## src/rtl/core/ffra_ram.sv

```systemverilog
// Generic single write port, single read port RAM with registered read.
module ffra_ram #(
  parameter int WIDTH = 32,
  parameter int DEPTH = 64
) (
  input  logic                     clk,
  input  logic                     we,
  input  logic [$clog2(DEPTH)-1:0] waddr,
  input  logic [WIDTH-1:0]         wdata,
  input  logic [$clog2(DEPTH)-1:0] raddr,
  output logic [WIDTH-1:0]         rdata
);

  logic [WIDTH-1:0] mem [DEPTH];

  always_ff @(posedge clk) begin
    if (we) begin
      mem[waddr] <= wdata;
    end
    rdata <= mem[raddr];
  end

endmodule

```

## config.mk

```make
export PLATFORM = sky130hd
export DESIGN_NAME = ffra_ram
export DESIGN_NICKNAME = d
export VERILOG_FILES = /design/src/rtl/core/ffra_ram.sv
export SDC_FILE = /design/constraint.sdc
export NUM_CORES = 2
export LEC_CHECK = 0
export ABC_AREA = 1
export BUFFER_PORTS_ARGS = -buffer_cell sky130_fd_sc_hd__buf_2
export CAP_MARGIN = 20
export CORE_UTILIZATION = 40
export DETAILED_ROUTE_END_ITERATION = 12
export PLACE_DENSITY = 0.66
export SLEW_MARGIN = 25
export SYNTH_ARGS = -nofsm -noshare
export SYNTH_HDL_FRONTEND = slang
export SYNTH_SLANG_ARGS = --single-unit
```

## constraint.sdc

```tcl
create_clock -name clk -period 17 [get_ports clk]
set_input_delay 4.25 -clock clk [delete_from_list [all_inputs] [get_ports clk]]
set_output_delay 4.25 -clock clk [all_outputs]
set_load 0.1 [all_outputs]
```

==> results.py <==
metrics = {
    "pwr": {
        "p_switching_uw": 2520,
        "power-per-cell-area_nw_per_um2": 117,
        "leakagePower_uw": 0.0321,
        "p_clk_frac": 0.405,
        "sw_frac_of_total": 0.234,
        "worst_ir_drop_vdd_mv": 0.131,
        "power_frac_seq": 0.529,
        "p_int_uw": 8270,
        "combPwrFrac": 0.066,
    },
    "grt": {
        "grt_max_degree": 255,
        "antenna_found_initial": 22,
        "first_global_vias": 51400,
        "grt_pass1_wl_mm": 346,
        "grt_use_total": 0.226,
        "overflow": 0,
    },
    "placed_design": {
        "port_buffers": 77,
        "dp_hpwl_mm": 120,
        "place_congestion": 0.810,
    },
    "route": {
        "dr.pass1.iters": 7,
        "antenna_left": 0,
        "wl_per_cell_um": 24.9,
        "drcViolationCount": 0,
        "drtIter0Drc": 7394,
        "avgViaCountPerCell": 5.62,
        "wl_mm": 240,
        "via_count": 54200,
    },
    "clocking": {
        "post_cts_buffers": 0,
        "cts.sinks": 2080,
        "holdBufCountCts": 0,
        "clk_pin_slew_ps": 60,
        "cts-htree-levels": 4,
        "insertion_delay_ps": 860,
        "cts_root_buf": "clkbuf_16",
        "cts_tree": "built",
        "ctsResizeCount": 0,
        "numCtsBuffers": 199,
        "cts.path.max_buffers": 3,
    },
    "floorplanning": {
        "die_width_um": 457,
        "num_rows": 166,
        "io-pin-count": 78,
        "die_area_um2": 209000,
        "die-height_um": 457,
        "initial_core_util": 0.404,
        "core-area_um2": 205000,
    },
    "worst_setup_path": {
        "crit_required_ps": 17780,
        "startpoint": "raddr[0]",
        "cp.arrival_ps": 8610,
        "r2r-start": "mem[21][26]$_DFFE_PP_",
        "worst-path-max-fanout": 254,
        "r2r_slack_ps": 15210,
        "reg2reg_depth": 8,
        "start_kind": "input port",
        "critPathCaptureType": "flip-flop",
        "worstSetupPathType": "in2reg",
        "rr_endpoint": "rdata[26]$_DFF_P_",
        "crit_path_end": "rdata[16]$_DFF_P_",
    },
    "yosys": {
        "ys_seq_area_frac": 0.751,
        "yosysTopAreaCell": "edfxtp_1",
        "syn_nets": 6815,
        "yosys_warnings": 0,
        "synth_seq_cells": 2080,
        "syn_inst": 6769,
        "yosysTopAreaCellShare": 0.743,
        "synth_area_leaders": "edfxtp_1 74%, nand3_1 12%, nand2_1 10%",
        "syn_area_um2": 82700,
        "ys_types": 16,
        "syn_avg_cell_area_um2": 12.2,
    },
    "finish": {
        "layout_commonest_cell": "nand2_1",
        "drive_gt1_frac": 0.0836,
        "layout_common_cells": "2248 x nand2_1, 2048 x edfxtp_1, 1907 x nand3_1",
        "layout.nets": 6793,
        "area_delta_synth_final_pct": 11.7,
    },
    "timing": {
        "worst_slew_pin_slew_ps": 1120,
        "finalMaxSlewViolations": 0,
        "fin_crit_ps": 7830,
        "rsz0062_at_grt": "no",
        "setup-violations-final": 0,
        "fmax_mhz": 128,
        "period_share": 0.460,
        "hold_slack_ps": 804,
        "hold_viol": 0,
        "fin_worst_skew_ps": 36.5,
        "slew_headroom": 0.254,
        "finalSetupTns_ps": 0,
    },
    "status": {
        "status": "completed",
    },
    "worst_hold_path": {
        "hp-class": "reg2reg",
    },
    "flow_run": {
        "cap_violations": 0,
    },
}
## layer usage
metal | wire length [µm] | GRT usage | vias up | part of all wire
li1 | - | - | 24100 | -
met1 | 92500 | 0.295 | 26800 | 0.39
met2 | 114000 | 0.364 | 2813 | 0.47
met3 | 22100 | 0.0367 | 467 | 0.092
met4 | 11300 | 0.114 | 8 | 0.047
met5 | 54 | 0 | - | 0.00023
## cell families (layout without fill, tap and decap cells)
| kind of cell | count (synthesis) | in the layout | synth area share |
|---|---|---|---|
| AND/OR/NAND/NOR | 4228 | 4228 | 0.221 |
| flip-flops | 2080 | 2080 | 0.751 |
| buffers and inverters | 461 | 614 | 0.0278 |
| other | 0 | 26 | 0 |
## power groups by stage
stage / sequential, µW / clock (µW) / combinational, µW
2_1_floorplan: 5870 / 0 / 349
3_3_place_gp: 5820 / 0 / 690
3_5_place_dp: 5820 / 0 / 701
4_1_cts: 5710 / 4400 / 703
5_1_grt: 5710 / 4590 / 757
6_report: 5710 / 4380 / 710
## flip-flops by register name, indices dropped and copies added, names as in the netlist
| name | flops |
|---|---|
| mem | 2048 |
| rdata | 32 |
## stage by stage
step                      total power [µW]  instances  worst slack [ps]  cell area [µm²]  utilization
after floorplan                       6220       6769              8620            82700            -
after global placement                6510       9234              8640            86000        0.419
after detailed placement              6520       9234              8550            86000        0.419
after CTS                            10800       9610              9430            92400        0.451
after global routing                 11100       9632              9030            92400        0.451
final                                10800       9636              9170            92400        0.451
## worst min-delay path by stage
| stage | start | end | slack, ps | cells after the start |
|---|---|---|---|---|
| after floorplan | mem[14][0]$_DFFE_PP_ | rdata[0]$_DFF_P_ | 720 | 8 |
| after global placement | mem[14][11]$_DFFE_PP_ | rdata[11]$_DFF_P_ | 810 | 8 |
| after detailed placement | mem[58][8]$_DFFE_PP_ | rdata[8]$_DFF_P_ | 800 | 8 |
| after CTS | mem[58][8]$_DFFE_PP_ | rdata[8]$_DFF_P_ | 810 | 8 |
| after global routing | mem[18][15]$_DFFE_PP_ | rdata[15]$_DFF_P_ | 910 | 8 |
| final | mem[48][3]$_DFFE_PP_ | rdata[3]$_DFF_P_ | 800 | 8 |
## layout make-up
cell class / count / area (µm²)
antenna: 26 / 65.1
sequential: 2080 / 62100
tap: 2688 / 3360
clock inverter: 124 / 1110
fill: 17900 / 113000
timing repair buffer: 226 / 1620
inverter: 12 / 81.3
clock buffer: 252 / 5290
multi-input combinational: 4228 / 18800
## critical path: stages
cell     delay, ps
buf_8          170
inv_16         680
buf_4          850
buf_4          910
nand2_1        130
nand3_1        130
nand3_1         80
nand3_1        140
nand3_1        220
nand2_1        210
nand2_1        200
nand2_1        130
## Yosys cell counts
cell,count
nor4_1,8
nand4_1,9
nor2_1,56
buf_8,2
dfxtp_1,32
buf_2,282
edfxtp_1,2048
buf_6,3
buf_1,40
inv_2,2
buf_4,45
inv_1,9
inv_4,1
clkbuf_1,77
nand3_1,1907
nand2_1,2248
(Power assumes the default switching activity.)
