### src/rtl/core/ffra_pkg.sv
// Shared types, sizes and codes for the first-fit range allocator.
package ffra_pkg;

  localparam int FREE_ENTRIES = 64;
  localparam int USED_ENTRIES = 64;
  localparam int ADDR_W       = 32;
  localparam int HANDLE_W     = 64;
  localparam int FE_IW        = $clog2(FREE_ENTRIES);
  localparam int FE_CW        = $clog2(FREE_ENTRIES + 1);
  localparam int UE_IW        = $clog2(USED_ENTRIES);
  localparam int UE_CW        = $clog2(USED_ENTRIES + 1);
  localparam int CFG_IDX_W    = 1;

  localparam logic [CFG_IDX_W-1:0] CFG_TYPE_INDEX  = 1'b0;
  localparam logic [CFG_IDX_W-1:0] CFG_BLOCK_BYTES = 1'b1;

  localparam logic [1:0] REQ_ALLOC  = 2'd0;
  localparam logic [1:0] REQ_FREE   = 2'd1;
  localparam logic [1:0] REQ_LOOKUP = 2'd2;

  localparam logic [2:0] ST_OK       = 3'd0;
  localparam logic [2:0] ST_TYPE     = 3'd1;
  localparam logic [2:0] ST_LARGE    = 3'd2;
  localparam logic [2:0] ST_OOM      = 3'd3;
  localparam logic [2:0] ST_NOTFOUND = 3'd4;
  localparam logic [2:0] ST_FULL     = 3'd5;

  typedef struct packed {
    logic [1:0]          req_type;
    logic [HANDLE_W-1:0] handle;
    logic [31:0]         size;
    logic [31:0]         alignment;
    logic [31:0]         type_bits;
  } req_t;

  typedef struct packed {
    logic [2:0]  status;
    logic [31:0] offset;
  } rsp_t;

  typedef struct packed {
    logic [ADDR_W-1:0] off;
    logic [ADDR_W-1:0] size;
  } free_ent_t;

  typedef struct packed {
    logic [HANDLE_W-1:0] handle;
    logic [ADDR_W-1:0]   off;
    logic [ADDR_W-1:0]   size;
  } used_ent_t;

  typedef enum logic [4:0] {
    S_IDLE, S_US_RD, S_US_CHK, S_DISP,
    S_FA_RD, S_FA_START, S_FA_WAIT, S_AL_CHECK, S_AL_GAP,
    S_FF_RD, S_FF_CHK, S_FR_APPLY,
    S_RM_RD, S_RM_WR, S_DONE
  } state_t;

  typedef struct packed {
    logic              start;
    logic [ADDR_W-1:0] dividend;
    logic [ADDR_W-1:0] divisor;
  } mod_req_t;

endpackage

### src/rtl/core/ffra_mod_unit.sv
// Bit-serial remainder unit: one quotient bit per cycle.
module ffra_mod_unit (
  input  logic                     clk,
  input  logic                     rst_n,
  input  ffra_pkg::mod_req_t       req,
  output logic                     done,
  output logic [ffra_pkg::ADDR_W-1:0] rem
);
  import ffra_pkg::*;

  localparam int CW = $clog2(ADDR_W);

  logic [ADDR_W-1:0] rem_r, rem_nxt;
  logic [ADDR_W-1:0] dvd_r, dvd_nxt;
  logic [ADDR_W-1:0] dvs_r, dvs_nxt;
  logic [CW-1:0]     cnt_r, cnt_nxt;
  logic              busy_r, busy_nxt;
  logic              done_r, done_nxt;
  logic [ADDR_W:0]   trial;

  always_comb begin
    rem_nxt  = rem_r;
    dvd_nxt  = dvd_r;
    dvs_nxt  = dvs_r;
    cnt_nxt  = cnt_r;
    busy_nxt = busy_r;
    done_nxt = 1'b0;
    trial    = {rem_r, dvd_r[ADDR_W-1]};
    if (req.start) begin
      rem_nxt  = '0;
      dvd_nxt  = req.dividend;
      dvs_nxt  = req.divisor;
      cnt_nxt  = '0;
      busy_nxt = 1'b1;
    end else if (busy_r) begin
      if (trial >= {1'b0, dvs_r}) begin
        rem_nxt = ADDR_W'(trial - {1'b0, dvs_r});
      end else begin
        rem_nxt = trial[ADDR_W-1:0];
      end
      dvd_nxt = {dvd_r[ADDR_W-2:0], 1'b0};
      cnt_nxt = cnt_r + 1'b1;
      if (cnt_r == CW'(ADDR_W - 1)) begin
        busy_nxt = 1'b0;
        done_nxt = 1'b1;
      end
    end
  end

  always_ff @(posedge clk) begin
    if (!rst_n) begin
      busy_r <= 1'b0;
      done_r <= 1'b0;
      cnt_r  <= '0;
    end else begin
      busy_r <= busy_nxt;
      done_r <= done_nxt;
      cnt_r  <= cnt_nxt;
    end
    rem_r <= rem_nxt;
    dvd_r <= dvd_nxt;
    dvs_r <= dvs_nxt;
  end

  assign done = done_r;
  assign rem  = rem_r;

endmodule

### config.mk
export PLATFORM = sky130hd
export DESIGN_NAME = ffra_mod_unit
export DESIGN_NICKNAME = d
export VERILOG_FILES = /design/src/rtl/core/ffra_pkg.sv /design/src/rtl/core/ffra_mod_unit.sv
export SDC_FILE = /design/constraint.sdc
export NUM_CORES = 1
export LEC_CHECK = 0
export ABC_AREA = 1
export BUFFER_PORTS_ARGS = -buffer_cell sky130_fd_sc_hd__buf_4
export CORE_UTILIZATION = 60
export DETAILED_ROUTE_END_ITERATION = 7
export PLACE_DENSITY_LB_ADDON = 0.25
export SLEW_MARGIN = 0
export SYNTH_ARGS = -nofsm -noshare
export SYNTH_HDL_FRONTEND = slang
export SYNTH_SLANG_ARGS = --single-unit
export TNS_END_PERCENT = 30
### constraint.sdc
create_clock -name clk -period 5.7 [get_ports clk]
set_input_delay 0 -clock clk [delete_from_list [all_inputs] [get_ports clk]]
set_output_delay 0 -clock clk [all_outputs]
set_load 0.03 [all_outputs]
==> flow_metrics.env <==
export IMPL_synth_area_um2=6700
export IMPL_finalMaxSlewViolations=0
export IMPL_fmax_ghz=0.322
export IMPL_grt_overflow=0
export IMPL_yosys_area_share_simple_pct=35.6
export IMPL_antenna_found_initial=0
export IMPL_critical_path_max_fanout=34
export IMPL_finClkSkew_ps=12.6
export IMPL_vias=6462
export IMPL_combinationalPowerShare_pct=15.9
export IMPL_cts_made_buffers=9
export IMPL_grt_max_degree=69
export IMPL_hold_violations=0
export IMPL_clkPwrFrac_pct=29.4
export IMPL_vias_per_cell=5.10
export IMPL_rsz0062_at_grt="no"
export IMPL_irDropWorstVdd_mv=0.206
export IMPL_min_from="req[64]"
export IMPL_postSynthCellCount=966
export IMPL_timing_rr_start="dvs_r[28]"
export IMPL_fin_ws_ps=2590
export IMPL_min_path_type="primary input to flip-flop"
export IMPL_pwr_share_seq_pct=54.7
export IMPL_setup_violations=0
export IMPL_r2r_cells=11
export IMPL_ioPinCount=100
export IMPL_die_h_um=108
export IMPL_drv_cap=0
export IMPL_worstPathRequired_ps=6010
export IMPL_diodes=0
export IMPL_die_x_um=108
export IMPL_tns_ps=0
export IMPL_syn_nets=1068
export IMPL_power_density_nw_per_um2=188
export IMPL_synth_area_per_cell_um2=6.93
export IMPL_clk_insertion_delay_late_ps=390
export IMPL_grt_util_all_layers_pct=32.4
export IMPL_ys_seq_area_share_pct=40.4
export IMPL_place_hpwl_mm=11.7
export IMPL_wl_per_cell_um=14.1
export IMPL_wl_mm=17.9
export IMPL_drt_pass1_iter_count=7
export IMPL_nNetsFinal=1224
export IMPL_holdPathStages=1
export IMPL_first_global_vias=6050
export IMPL_critPathLaunchType="flip-flop"
export IMPL_min_period_ps=3110
export IMPL_n_fill_cell=805
export IMPL_max_slew_margin_pct=30.4
export IMPL_drive_gt1_share_pct=11.7
export IMPL_leakage_nw=4.45
export IMPL_h_tree_depth=3
export IMPL_drc=0
export IMPL_grt_first_pass_wirelength_mm=28.6
export IMPL_multiInputGateArea_um2=3220
export IMPL_gp_congestion=0.984
export IMPL_muxShareOfSynthArea_pct=0
export IMPL_cp_data_arrival_time_ps=3420
export IMPL_tightest_slew_ps=1040
export IMPL_synth_distinct_cells=35
export IMPL_cts_buffer_depth=2
export IMPL_areaGrowthSynthToFinish_pct=24.6
export IMPL_cts_root_buffer="clkbuf_8"
export IMPL_synth_compound_area_share_pct=3.96
export IMPL_finalCritPeriodShare_pct=54.6
export IMPL_ys_warnings_count=0
export IMPL_cts_sinks=103
export IMPL_die_area_um2=11600
export IMPL_r2r_setup_slack_ps=2590
export IMPL_crit_type="flip-flop to flip-flop"
export IMPL_hold_end="dvs_r[25]"
export IMPL_power_switching_w=0.000446
export IMPL_status="complete, no violations"
export IMPL_p_int_w=0.00112
export IMPL_synth_fa_ha_area_share_pct=6.65
export IMPL_regArea_um2=2700
export IMPL_critPathCaptureType="flip-flop"
export IMPL_core_area_um2=10800
export IMPL_r2r_end="rem[9]"
export IMPL_io_buffers=99
export IMPL_drt_iter0_drc=496
export IMPL_synth_top_family_by_area="simple AND/OR/NAND/NOR gates"
export IMPL_num_rows=38
export IMPL_cts_tree="done"
export IMPL_post_place_ws_ps=2650
export IMPL_ys_ff_latch=103
export IMPL_drtAntennaViolNets=0
export IMPL_clk_pin_slew_ps=110
export IMPL_start_util_pct=61.8
export IMPL_synth_xor_area_share_pct=1.83
export IMPL_switching_share_pct=28.4
[stage by stage]
step	hold slack (ps)	std cells	cell area (µm²)	total power, W	utilization [%]
floorplan	98.9	966	6700	0.000998	-
global route	253	1267	8350	0.00162	77.0
CTS	215	1267	8350	0.00156	77.0
finish	222	1267	8350	0.00157	77.0
global placement	178	1186	7510	0.00107	69.3
detailed placement	179	1186	7510	0.00108	69.3
[routing by layer]
layer	track usage [%]	up-vias	part of all wire [%]
met2	55.2	244	48
met3	5.57	41	6.6
met5	0	-	0
li1	-	3302	-
met1	41.1	2875	42
met4	12.0	0	2.6
[sequential cells by signal, indices dropped and copies added (netlist names)]
name and flops:
dvd_r 32, dvs_r 32, rem 32, cnt_r 5
busy_r 1, done 1
[power groups by stage]
| stage | clock network [W] | registers [W] | logic, W |
|---|---|---|---|
| 5_1_grt | 0.000488 | 0.000862 | 0.000275 |
| 2_1_floorplan | 0 | 0.000870 | 0.000128 |
| 6_report | 0.000460 | 0.000857 | 0.000250 |
| 3_5_place_dp | 0 | 0.000872 | 0.000204 |
| 3_3_place_gp | 0 | 0.000871 | 0.000201 |
| 4_1_cts | 0.000466 | 0.000856 | 0.000240 |
[layout by cell type, fill, tap and decap left out, drive strengths merged]
cell         count
o21bai           2
clkinv           3
xnor2           12
dlygate4sd3     65
nand3b          23
clkinvlp         1
inv            177
fa               1
a31oi            1
nand4            1
dfxtp           39
a211oi           1
nand3           70
clkbuf           9
nand2          408
edfxtp          64
and3             1
xor2             2
nor3            11
and2             2
a21oi           24
o21ai           21
buf            101
ha              34
or2              1
nor2            53
[cells by family after synthesis]
family / Yosys count
AOI/OAI and AO/OA: 49
and+or+nand+nor: 570
DFF: 103
xor gates and xnor gates: 14
buffers and inverters: 195
adders and majority gates: 35
[Yosys cell counts, drive strengths merged]
| cell | count | area (µm²) |
|---|---|---|
| nor3 | 11 | 60.1 |
| fa | 1 | 20.0 |
| edfxtp | 64 | 1920 |
| and2 | 2 | 12.5 |
| clkinv | 1 | 3.75 |
| a31oi | 1 | 6.26 |
| xor2 | 2 | 17.5 |
| o21ai | 21 | 105 |
| ha | 34 | 425 |
| inv | 173 | 649 |
| buf | 13 | 95.1 |
| xnor2 | 12 | 105 |
| nand4 | 1 | 6.26 |
| nor2 | 53 | 209 |
| dfxtp | 39 | 781 |
| nand3 | 70 | 355 |
| or2 | 1 | 6.26 |
| a211oi | 1 | 7.51 |
| a21oi | 24 | 131 |
| nand2 | 408 | 1550 |
| clkbuf | 8 | 30.0 |
| and3 | 1 | 6.26 |
| o21bai | 2 | 15.0 |
| nand3b | 23 | 173 |
[timing repair]
item / CTS / global route
endpoints found under the hold margin: 67 / 0
resized for setup: 0 / 0
hold buffers: 65 / 0
setup buffers: 0 / 0
[worst max-delay path, stage by stage, from the launching register on]
cell and delay (ps):
edfxtp_1 410, inv_1 70, ha_1 260, a21oi_1 220, nand2_1 100, a21oi_1 200
nand2_2 90, a21oi_4 810, nand2_4 460, nand2_1 180, nand3_1 80, o21ai_1 90
[worst max-delay path by stage]
stage | startpoint | to | slack, ps | cells past startpoint
global placement | rem[27] | rem[11] | 2680 | 10
detailed placement | dvs_r[28] | rem[9] | 2650 | 11
CTS | dvs_r[28] | rem[9] | 2620 | 11
finish | dvs_r[28] | rem[9] | 2590 | 11
global route | dvs_r[23] | rem[6] | 2370 | 15
floorplan | busy_r | dvd_r[0] | 3520 | 3
[area by class of cell]
type | instances | share of cell area, %
Inverter | 174 | 7.82
Sequential cell | 103 | 32.4
Clock inverter | 7 | 0.779
Tap cell | 140 | 2.10
Multi-Input combinational cell | 668 | 38.6
Timing Repair Buffer | 166 | 16.9
Clock buffer | 9 | 1.48
Power figures use the tool's default switching activity.
